==> src/rtl/secs_pkg.sv <==
`timescale 1ns / 1ps
// secs_pkg: shared types, codes and the result sequence table of the
// serial eeprom command sequencer; no dependencies
package secs_pkg;

   // sizing
   localparam int PAGE_BYTES   = 128;  // power of two
   localparam int ADDRESS_BITS = 16;
   localparam int PAGE_BITS    = $clog2(PAGE_BYTES);
   localparam int QUEUE_DEPTH  = 4;
   localparam int QPTR_W       = $clog2(QUEUE_DEPTH);
   localparam int QCNT_W       = $clog2(QUEUE_DEPTH + 1);

   // request modes
   localparam logic [2:0] MODE_START_WRITE = 3'd0;
   localparam logic [2:0] MODE_WRITE_BYTE  = 3'd1;
   localparam logic [2:0] MODE_START_READ  = 3'd2;
   localparam logic [2:0] MODE_READ_BYTE   = 3'd3;
   localparam logic [2:0] MODE_END         = 3'd4;
   localparam logic [2:0] MODE_CHIP_ERASE  = 3'd5;

   // result actions
   localparam logic [1:0] ACT_WAIT    = 2'd0;
   localparam logic [1:0] ACT_SEND    = 2'd1;
   localparam logic [1:0] ACT_RELEASE = 2'd2;
   localparam logic [1:0] ACT_REJECT  = 2'd3;

   // device opcodes
   localparam logic [7:0] OP_WREN  = 8'h06;
   localparam logic [7:0] OP_RDSR  = 8'h05;
   localparam logic [7:0] OP_WRITE = 8'h02;
   localparam logic [7:0] OP_READ  = 8'h03;
   localparam logic [7:0] OP_CE    = 8'hC7;

   // command kinds handed from front to back
   localparam logic [2:0] KIND_REJECT    = 3'd0;
   localparam logic [2:0] KIND_WRITE_HDR = 3'd1;
   localparam logic [2:0] KIND_DATA      = 3'd2;
   localparam logic [2:0] KIND_DATA_PAGE = 3'd3;
   localparam logic [2:0] KIND_READ_HDR  = 3'd4;
   localparam logic [2:0] KIND_READ_BYTE = 3'd5;
   localparam logic [2:0] KIND_END       = 3'd6;
   localparam logic [2:0] KIND_ERASE     = 3'd7;

   typedef struct packed {
      logic [2:0]  kind;
      logic [15:0] addr;
      logic [7:0]  data;
   } cmd_type;

   typedef struct packed {
      logic [1:0] action;
      logic [7:0] tx_byte;
      logic       release_after;
      logic       capture;
      logic       last;
   } result_type;

   function automatic result_type make_result(logic [1:0] act, logic [7:0] b,
                                              logic rel, logic cap, logic lst);
      result_type r;
      r.action        = act;
      r.tx_byte       = b;
      r.release_after = rel;
      r.capture       = cap;
      r.last          = lst;
      return r;
   endfunction

   // wait, write enable, write opcode, address high, address low
   function automatic result_type write_hdr_item(logic [2:0] step, logic [15:0] addr);
      result_type r;
      case (step)
         3'd0:    r = make_result(ACT_WAIT, OP_RDSR, 1'b0, 1'b0, 1'b0);
         3'd1:    r = make_result(ACT_SEND, OP_WREN, 1'b1, 1'b0, 1'b0);
         3'd2:    r = make_result(ACT_SEND, OP_WRITE, 1'b0, 1'b0, 1'b0);
         3'd3:    r = make_result(ACT_SEND, addr[15:8], 1'b0, 1'b0, 1'b0);
         default: r = make_result(ACT_SEND, addr[7:0], 1'b0, 1'b0, 1'b0);
      endcase
      return r;
   endfunction

   // result item number step of a command
   function automatic result_type seq_item(cmd_type cmd, logic [2:0] step);
      result_type r;
      case (cmd.kind)
         KIND_WRITE_HDR: begin
            r = write_hdr_item(step, cmd.addr);
            r.last = (step == 3'd4);
         end
         KIND_DATA: r = make_result(ACT_SEND, cmd.data, 1'b0, 1'b0, 1'b1);
         KIND_DATA_PAGE: begin
            case (step)
               3'd0:    r = make_result(ACT_RELEASE, 8'h00, 1'b0, 1'b0, 1'b0);
               3'd6:    r = make_result(ACT_SEND, cmd.data, 1'b0, 1'b0, 1'b1);
               default: r = write_hdr_item(step - 3'd1, cmd.addr);
            endcase
         end
         KIND_READ_HDR: begin
            case (step)
               3'd0:    r = make_result(ACT_WAIT, OP_RDSR, 1'b0, 1'b0, 1'b0);
               3'd1:    r = make_result(ACT_SEND, OP_READ, 1'b0, 1'b0, 1'b0);
               3'd2:    r = make_result(ACT_SEND, cmd.addr[15:8], 1'b0, 1'b0, 1'b0);
               default: r = make_result(ACT_SEND, cmd.addr[7:0], 1'b0, 1'b0, 1'b1);
            endcase
         end
         KIND_READ_BYTE: r = make_result(ACT_SEND, 8'h00, 1'b0, 1'b1, 1'b1);
         KIND_END:       r = make_result(ACT_RELEASE, 8'h00, 1'b0, 1'b0, 1'b1);
         KIND_ERASE: begin
            case (step)
               3'd0:    r = make_result(ACT_WAIT, OP_RDSR, 1'b0, 1'b0, 1'b0);
               3'd1:    r = make_result(ACT_SEND, OP_WREN, 1'b1, 1'b0, 1'b0);
               default: r = make_result(ACT_SEND, OP_CE, 1'b1, 1'b0, 1'b1);
            endcase
         end
         default: r = make_result(ACT_REJECT, 8'h00, 1'b0, 1'b0, 1'b1);
      endcase
      return r;
   endfunction

endpackage

==> src/rtl/spi_eeprom_command_sequencer.sv <==
`timescale 1ns / 1ps
// spi_eeprom_command_sequencer: top level, front, queue and back joined
// uses secs_pkg, secs_front, secs_queue, secs_back
//
// Turns eeprom access requests into the byte stream for a serial link
// layer. Each request gives one to seven result transactions, the final one
// flagged by rsp_last; wrong-session requests and unused modes give a single
// reject. The front checks each request against the session state (open,
// write or read, running address, first data byte) and queues one command;
// a four-deep command queue lets requests be taken at one per cycle while the
// queue is not full, also while the back is busy. The back emits one result
// transaction per cycle when the output register is free or being taken; a
// request gives 1 result for data, read byte, end and reject, 3 for erase, 4
// for start read, 5 for start write, 7 for a data byte on a page boundary;
// the back and its single output port set the sustained rate. Page boundaries
// follow PAGE_BYTES, which must be a power of two. No clearing pass after
// reset: the block is ready in the cycle after reset drops.
module spi_eeprom_command_sequencer import secs_pkg::*; (
   input  logic        clock,
   input  logic        reset,
   input  logic        req_valid,
   output logic        req_ready,
   input  logic [2:0]  req_mode,
   input  logic [15:0] req_address,
   input  logic [7:0]  req_data_byte,
   output logic        rsp_valid,
   input  logic        rsp_ready,
   output logic [1:0]  rsp_action,
   output logic [7:0]  rsp_tx_byte,
   output logic        rsp_release_after,
   output logic        rsp_capture,
   output logic        rsp_last
);

   // front to queue
   logic    push;
   cmd_type push_cmd;
   logic    queue_full;

   // queue to back
   logic    pop;
   logic    head_valid;
   cmd_type head_cmd;

   // request checking and session tracking
   secs_front u_front (
      .clock         (clock),
      .reset         (reset),
      .req_valid     (req_valid),
      .req_ready     (req_ready),
      .req_mode      (req_mode),
      .req_address   (req_address),
      .req_data_byte (req_data_byte),
      .queue_full    (queue_full),
      .push          (push),
      .push_cmd      (push_cmd)
   );

   // decouples request acceptance from result delivery
   secs_queue u_queue (
      .clock      (clock),
      .reset      (reset),
      .push       (push),
      .push_cmd   (push_cmd),
      .full       (queue_full),
      .pop        (pop),
      .head_valid (head_valid),
      .head_cmd   (head_cmd)
   );

   // result sequencing and output register
   secs_back u_back (
      .clock             (clock),
      .reset             (reset),
      .head_valid        (head_valid),
      .head_cmd          (head_cmd),
      .pop               (pop),
      .rsp_valid         (rsp_valid),
      .rsp_ready         (rsp_ready),
      .rsp_action        (rsp_action),
      .rsp_tx_byte       (rsp_tx_byte),
      .rsp_release_after (rsp_release_after),
      .rsp_capture       (rsp_capture),
      .rsp_last          (rsp_last)
   );

endmodule

==> src/rtl/secs_front.sv <==
`timescale 1ns / 1ps
// secs_front: accepts requests, checks them against the session state and
// turns each into one command for the queue; uses secs_pkg
module secs_front import secs_pkg::*; (
   input  logic        clock,
   input  logic        reset,
   input  logic        req_valid,
   output logic        req_ready,
   input  logic [2:0]  req_mode,
   input  logic [15:0] req_address,
   input  logic [7:0]  req_data_byte,
   input  logic        queue_full,
   output logic        push,
   output cmd_type     push_cmd
);

   logic                    open_ff, open_in;
   logic                    writes_ff, writes_in;
   logic                    first_ff, first_in;
   logic [ADDRESS_BITS-1:0] run_addr_ff, run_addr_in;
   logic [ADDRESS_BITS-1:0] start_addr;
   logic                    at_page;

   assign req_ready  = !queue_full;
   assign push       = req_valid && req_ready;
   assign start_addr = ADDRESS_BITS'(req_address);
   assign at_page    = (run_addr_ff[PAGE_BITS-1:0] == '0) && !first_ff;

   always_comb begin
      open_in       = open_ff;
      writes_in     = writes_ff;
      first_in      = first_ff;
      run_addr_in   = run_addr_ff;
      push_cmd.kind = KIND_REJECT;
      push_cmd.addr = 16'(run_addr_ff);
      push_cmd.data = req_data_byte;
      case (req_mode)
         MODE_START_WRITE: begin
            if (!open_ff) begin
               push_cmd.kind = KIND_WRITE_HDR;
               push_cmd.addr = 16'(start_addr);
               open_in       = 1'b1;
               writes_in     = 1'b1;
               first_in      = 1'b1;
               run_addr_in   = start_addr;
            end
         end
         MODE_WRITE_BYTE: begin
            if (open_ff && writes_ff) begin
               push_cmd.kind = at_page ? KIND_DATA_PAGE : KIND_DATA;
               first_in      = 1'b0;
               run_addr_in   = run_addr_ff + 1'b1;
            end
         end
         MODE_START_READ: begin
            if (!open_ff) begin
               push_cmd.kind = KIND_READ_HDR;
               push_cmd.addr = 16'(start_addr);
               open_in       = 1'b1;
               writes_in     = 1'b0;
               first_in      = 1'b1;
               run_addr_in   = start_addr;
            end
         end
         MODE_READ_BYTE: begin
            if (open_ff && !writes_ff) begin
               push_cmd.kind = KIND_READ_BYTE;
               run_addr_in   = run_addr_ff + 1'b1;
            end
         end
         MODE_END: begin
            if (open_ff) begin
               push_cmd.kind = KIND_END;
               open_in       = 1'b0;
               writes_in     = 1'b0;
               first_in      = 1'b1;
            end
         end
         MODE_CHIP_ERASE: begin
            if (!open_ff) begin
               push_cmd.kind = KIND_ERASE;
            end
         end
         default: push_cmd.kind = KIND_REJECT;
      endcase
   end

   always_ff @(posedge clock) begin
      if (reset) begin
         open_ff     <= 1'b0;
         writes_ff   <= 1'b0;
         first_ff    <= 1'b1;
         run_addr_ff <= '0;
      end else if (push) begin
         open_ff     <= open_in;
         writes_ff   <= writes_in;
         first_ff    <= first_in;
         run_addr_ff <= run_addr_in;
      end
   end

endmodule

==> src/rtl/secs_queue.sv <==
`timescale 1ns / 1ps
// secs_queue: short command queue between front and back
// uses secs_pkg
module secs_queue import secs_pkg::*; (
   input  logic    clock,
   input  logic    reset,
   input  logic    push,
   input  cmd_type push_cmd,
   output logic    full,
   input  logic    pop,
   output logic    head_valid,
   output cmd_type head_cmd
);

   cmd_type           entry_ff [QUEUE_DEPTH];
   logic [QPTR_W-1:0] wr_ptr_ff, rd_ptr_ff;
   logic [QCNT_W-1:0] count_ff, count_in;

   assign full       = (count_ff == QCNT_W'(QUEUE_DEPTH));
   assign head_valid = (count_ff != '0);
   assign head_cmd   = entry_ff[rd_ptr_ff];

   always_comb begin
      count_in = count_ff;
      if (push && !pop) count_in = count_ff + 1'b1;
      if (!push && pop) count_in = count_ff - 1'b1;
   end

   always_ff @(posedge clock) begin
      if (push) entry_ff[wr_ptr_ff] <= push_cmd;
   end

   always_ff @(posedge clock) begin
      if (reset) begin
         wr_ptr_ff <= '0;
         rd_ptr_ff <= '0;
         count_ff  <= '0;
      end else begin
         if (push) wr_ptr_ff <= wr_ptr_ff + 1'b1;
         if (pop)  rd_ptr_ff <= rd_ptr_ff + 1'b1;
         count_ff <= count_in;
      end
   end

endmodule

==> src/rtl/secs_back.sv <==
`timescale 1ns / 1ps
// secs_back: steps through the result items of the head command and holds
// each in the output register until taken; uses secs_pkg
module secs_back import secs_pkg::*; (
   input  logic        clock,
   input  logic        reset,
   input  logic        head_valid,
   input  cmd_type     head_cmd,
   output logic        pop,
   output logic        rsp_valid,
   input  logic        rsp_ready,
   output logic [1:0]  rsp_action,
   output logic [7:0]  rsp_tx_byte,
   output logic        rsp_release_after,
   output logic        rsp_capture,
   output logic        rsp_last
);

   logic [2:0] step_ff;
   logic       valid_ff;
   result_type item;
   result_type out_ff;
   logic       load;

   assign item = seq_item(head_cmd, step_ff);
   assign load = head_valid && (!valid_ff || rsp_ready);
   assign pop  = load && item.last;

   always_ff @(posedge clock) begin
      if (reset) begin
         step_ff  <= '0;
         valid_ff <= 1'b0;
      end else begin
         if (load) begin
            step_ff  <= item.last ? 3'd0 : step_ff + 3'd1;
            valid_ff <= 1'b1;
         end else if (rsp_ready) begin
            valid_ff <= 1'b0;
         end
      end
   end

   always_ff @(posedge clock) begin
      if (load) out_ff <= item;
   end

   assign rsp_valid         = valid_ff;
   assign rsp_action        = out_ff.action;
   assign rsp_tx_byte       = out_ff.tx_byte;
   assign rsp_release_after = out_ff.release_after;
   assign rsp_capture       = out_ff.capture;
   assign rsp_last          = out_ff.last;

endmodule

==> config.mk <==
export PLATFORM = sky130hd
export DESIGN_NAME = spi_eeprom_command_sequencer
export DESIGN_NICKNAME = d
export VERILOG_FILES = /design/src/rtl/secs_pkg.sv /design/src/rtl/spi_eeprom_command_sequencer.sv /design/src/rtl/secs_front.sv /design/src/rtl/secs_queue.sv /design/src/rtl/secs_back.sv
export SDC_FILE = /design/constraint.sdc
export NUM_CORES = 1
export LEC_CHECK = 0
export BUFFER_PORTS_ARGS = -buffer_cell sky130_fd_sc_hd__buf_2
export CORE_MARGIN = 2
export CORE_UTILIZATION = 53
export DETAILED_ROUTE_END_ITERATION = 8
export PLACE_DENSITY_LB_ADDON = 0.08
export SLEW_MARGIN = 30
export SYNTH_ARGS = -nofsm -noshare
export SYNTH_HDL_FRONTEND = slang
export SYNTH_SLANG_ARGS = --single-unit
==> constraint.sdc <==
create_clock -name clock -period 5.8 [get_ports clock]
set_input_delay 0.29 -clock clock [delete_from_list [all_inputs] [get_ports clock]]
set_output_delay 0.29 -clock clock [all_outputs]
set_load 0.03 [all_outputs]
==> metrics.csv <==
metric,value,unit
Sequential Power Share,42.3,%
clock sink count,153,
gr ovfl total,0,
YS warnings,0,
htree depth,4,
Cells after Synth,562,
CP max stage delay,0.73,ns
antenna cells,0,
post-route worst setup slack,2.26,ns
Setup CP Type,reg -> reg,
Port Buffers,45,
die width,121,um
Die Ht,121,um
crit end category,register,
Final ANT Viol Nets,0,
period utilization,61.0,%
uppermost layer routed,met4,
startpoint types,register,
Crit Path Max Fanout,27,
register area share after synthesis,58.8,%
Final Max Tran Viols,0,
hold_buf cts,0,
syn nets,610,
CTS tree,yes,
CORE AREA,0.0133,mm^2
postcts setup bufs,0,
initial antenna violation count,0,
Worst VDD drop,0.249,mV
Max Clock Freq,0.282,GHz
Boundary Pins,46,
synth unique cells,66,
Synth async-reset ratio,0,%
Switching Share,33.6,%
data required time of the critical path,6.15,ns
area delta synth->final,12.2,%
M1 WL,6720,um
"Avg Cell Area, Syn",12.9,um^2
clock power share,29.2,%
final net count,645,
top_reg_cell synth,edfxtp_1,
Synth area leaders,"edfxtp_1, dfxtp_1, mux4_2",
die area,0.0147,mm^2
DR WL met3,839,um
worst-case clock buffer depth,2,
# rows,42,
root buffer cell,clkbuf_16,
crit path cell chain,"mux4_2, or3b_4, o22ai_4, nor3_2, ha_1, inv_1, fa_1, xor2_1, or3_1, a21oi_1",
Worst Path Buf+Inv,1,
hpwl dp,10000,um
HP Class,in -> reg,
latest clock arrival within the worst-skew pair,0.42,ns
initial core utilization,54.7,%
largest net degree at the start of global routing,32,
post-route minimum period,3.54,ns
Internal,0.00231,W
DP Worst Slack,2.22,ns
Mapped Area,0.00727,mm^2
final wirelength,15400,um
post-place instance area,0.00762,mm^2
power density over cell area,427,mW/mm^2
max cap viols,0,
CP max-delay cell,mux4_2,
Worst-Margin Slew,0.941,ns
Post-synth EDFFs,121,
Seq cells post-synth,153,
sum of negative setup slack,0,ns
# resized after CTS,0,
CP Data Arrival Time,3.89,ns
WL/cell,19.6,um
WL met2,7530,um
P_leak,2.80,nW
CTS buffer count,17,
initial DRC count,330,
drt pass-1 iters,5,
worst hold margin,0.0805,ns
critical path's top delay family,simple AND/OR/NAND/NOR gates,
total power,0.00348,W
RSZ-0062 raised after global routing,no,
Tot GR Track Use,21.9,%
RePlAce Congestion,0.874,
post-route cell area,0.00816,mm^2
CTS clock-pin slew for the worst setup and hold paths,0.07,ns
Synth top area share,50.0,%
Psw,0.00117,W
via count,4766,
Worst slew margin,37.2,%
status,"complete, no violations",
Via density,6.07,
setup violators final,0,
"Hold Vio Cnt, Final",0,
# DRC,0,
share of cells above drive strength 1,22.3,%
Clock Skew,0.0107,ns
combinational fraction of design power,28.6,%
vias in the first global route,4613,
global-route wire length before repair,24200,um
fillers,1040,
post-synth top area cell,edfxtp_1,
per-layer routing:
layer  vias to the layer above  GRT usage (%)
li1                       2259              -
met1                      2329           28.8
met2                       150           35.4
met3                        28           6.53
met4                         0           6.61
met5                         -              0
synthesized netlist by cell type, types with 3 or more instances:
cell type and count:
a211oi_1 15, a22oi_1 12, nor3_1 3, o22ai_1 7
ha_1 16, nand2b_1 11, a2bb2oi_1 4, o31ai_1 5
nand2_1 43, a21oi_1 35, buf_2 4, nand3_1 12
o211ai_1 8, or3_1 6, nor2_1 31, inv_1 20
o21a_1 3, clkbuf_1 23, buf_1 3, dfxtp_1 32
o32ai_1 4, edfxtp_1 121, and3_1 8, or2_2 3
and2_1 6, mux2_2 14, o21ai_0 28, xor2_1 3
a31oi_1 3, mux2i_1 4, mux4_2 27
power by group through the flow:
stage	combinational (W)	clock [W]	sequential [W]
3_3_place_gp	0.000979	0	0.00149
2_1_floorplan	0.000661	0	0.00156
5_1_grt	0.00108	0.00107	0.00149
4_1_cts	0.000992	0.00103	0.00148
3_5_place_dp	0.000989	0	0.00150
6_report	0.000995	0.00102	0.00147
layout make-up:
type | count | area [um^2] | share of cell area, %
Clock buffer | 18 | 429 | 5.26
Multi-Input combinational cell | 356 | 2790 | 34.2
Sequential cell | 153 | 4280 | 52.4
Timing Repair Buffer | 48 | 248 | 3.04
Clock inverter | 13 | 113 | 1.38
Tap cell | 176 | 220 | 2.70
Inverter | 21 | 78.8 | 0.966
path summary, 6_finish.rpt:
kind / from / end / depth (start not counted) / slack [ns]
max: register / u_queue.count_ff[2]$_SDFFE_PP0P_ / 10 / 2.26
min: req_data_byte[4] / u_queue.entry_ff[1][4]$_DFFE_PP_ / 1 / 0.08
max reg2reg: register / u_queue.count_ff[2]$_SDFFE_PP0P_ / 10 / 2.26
min reg2reg: u_back.rsp_valid$_SDFFE_PP0P_ / u_back.rsp_valid$_SDFFE_PP0P_ / 2 / 0.47
cells in the final DEF, fill, tap and decap left out, types with 4 or more instances in the layout:
| cell type | count |
|---|---|
| edfxtp_1 | 121 |
| buf_2 | 45 |
| nand2_1 | 43 |
| a21oi_1 | 35 |
| dfxtp_1 | 31 |
| nor2_1 | 30 |
| o21ai_0 | 28 |
| mux4_2 | 27 |
| inv_1 | 20 |
| clkbuf_16 | 17 |
| ha_1 | 16 |
| a211oi_1 | 15 |
| mux2_2 | 14 |
| nand3_1 | 12 |
| a22oi_1 | 12 |
| nand2b_1 | 11 |
| o211ai_1 | 8 |
| o22ai_1 | 7 |
| and2_1 | 6 |
| or3_1 | 6 |
| o31ai_1 | 5 |
| and3_1 | 5 |
| mux2i_1 | 4 |
| a2bb2oi_1 | 4 |
| o32ai_1 | 4 |
| inv_6 | 4 |
flip-flops by register name, summed over array words and instances, names as in the netlist, 2 cells and up, named ones only:
signal               count
u_queue.count_ff         3
u_back.step_ff           3
u_queue.rd_ptr_ff        2
u_queue.wr_ptr_ff        2
u_front.run_addr_ff     16
u_queue.entry_ff       108
u_back.rsp_action        2
u_back.rsp_tx_byte       8
metrics by stage:
stage | util [%] | cells
5_1_grt | 61.4 | 785
6_report | 61.4 | 785
2_1_floorplan | - | 562
3_5_place_dp | 57.3 | 754
3_3_place_gp | 57.3 | 754
4_1_cts | 61.4 | 785
worst register-to-register path, stage by stage (launching register included):
cell and delay, ns:
dfxtp_4 0.71, mux4_2 0.74, or3b_4 0.40, o22ai_4 0.12, nor3_2 0.23, ha_1 0.24
inv_1 0.06, fa_1 0.37, xor2_1 0.15, or3_1 0.30, a21oi_1 0.13
cell families (layout without fill, tap and decap cells):
| group | after synthesis | count (layout) | synth area share [%] |
|---|---|---|---|
| AOI/OAI and AO/OA | 143 | 143 | 13.0 |
| muxes | 47 | 47 | 11.4 |
| and+or+nand+nor | 144 | 144 | 10.2 |
| DFF | 153 | 153 | 58.8 |
| xor gates and xnor gates | 4 | 4 | 0.482 |
| buffers and inverters | 53 | 100 | 2.92 |
| adders and majority gates | 18 | 18 | 3.17 |
(Power assumes the default switching activity.)
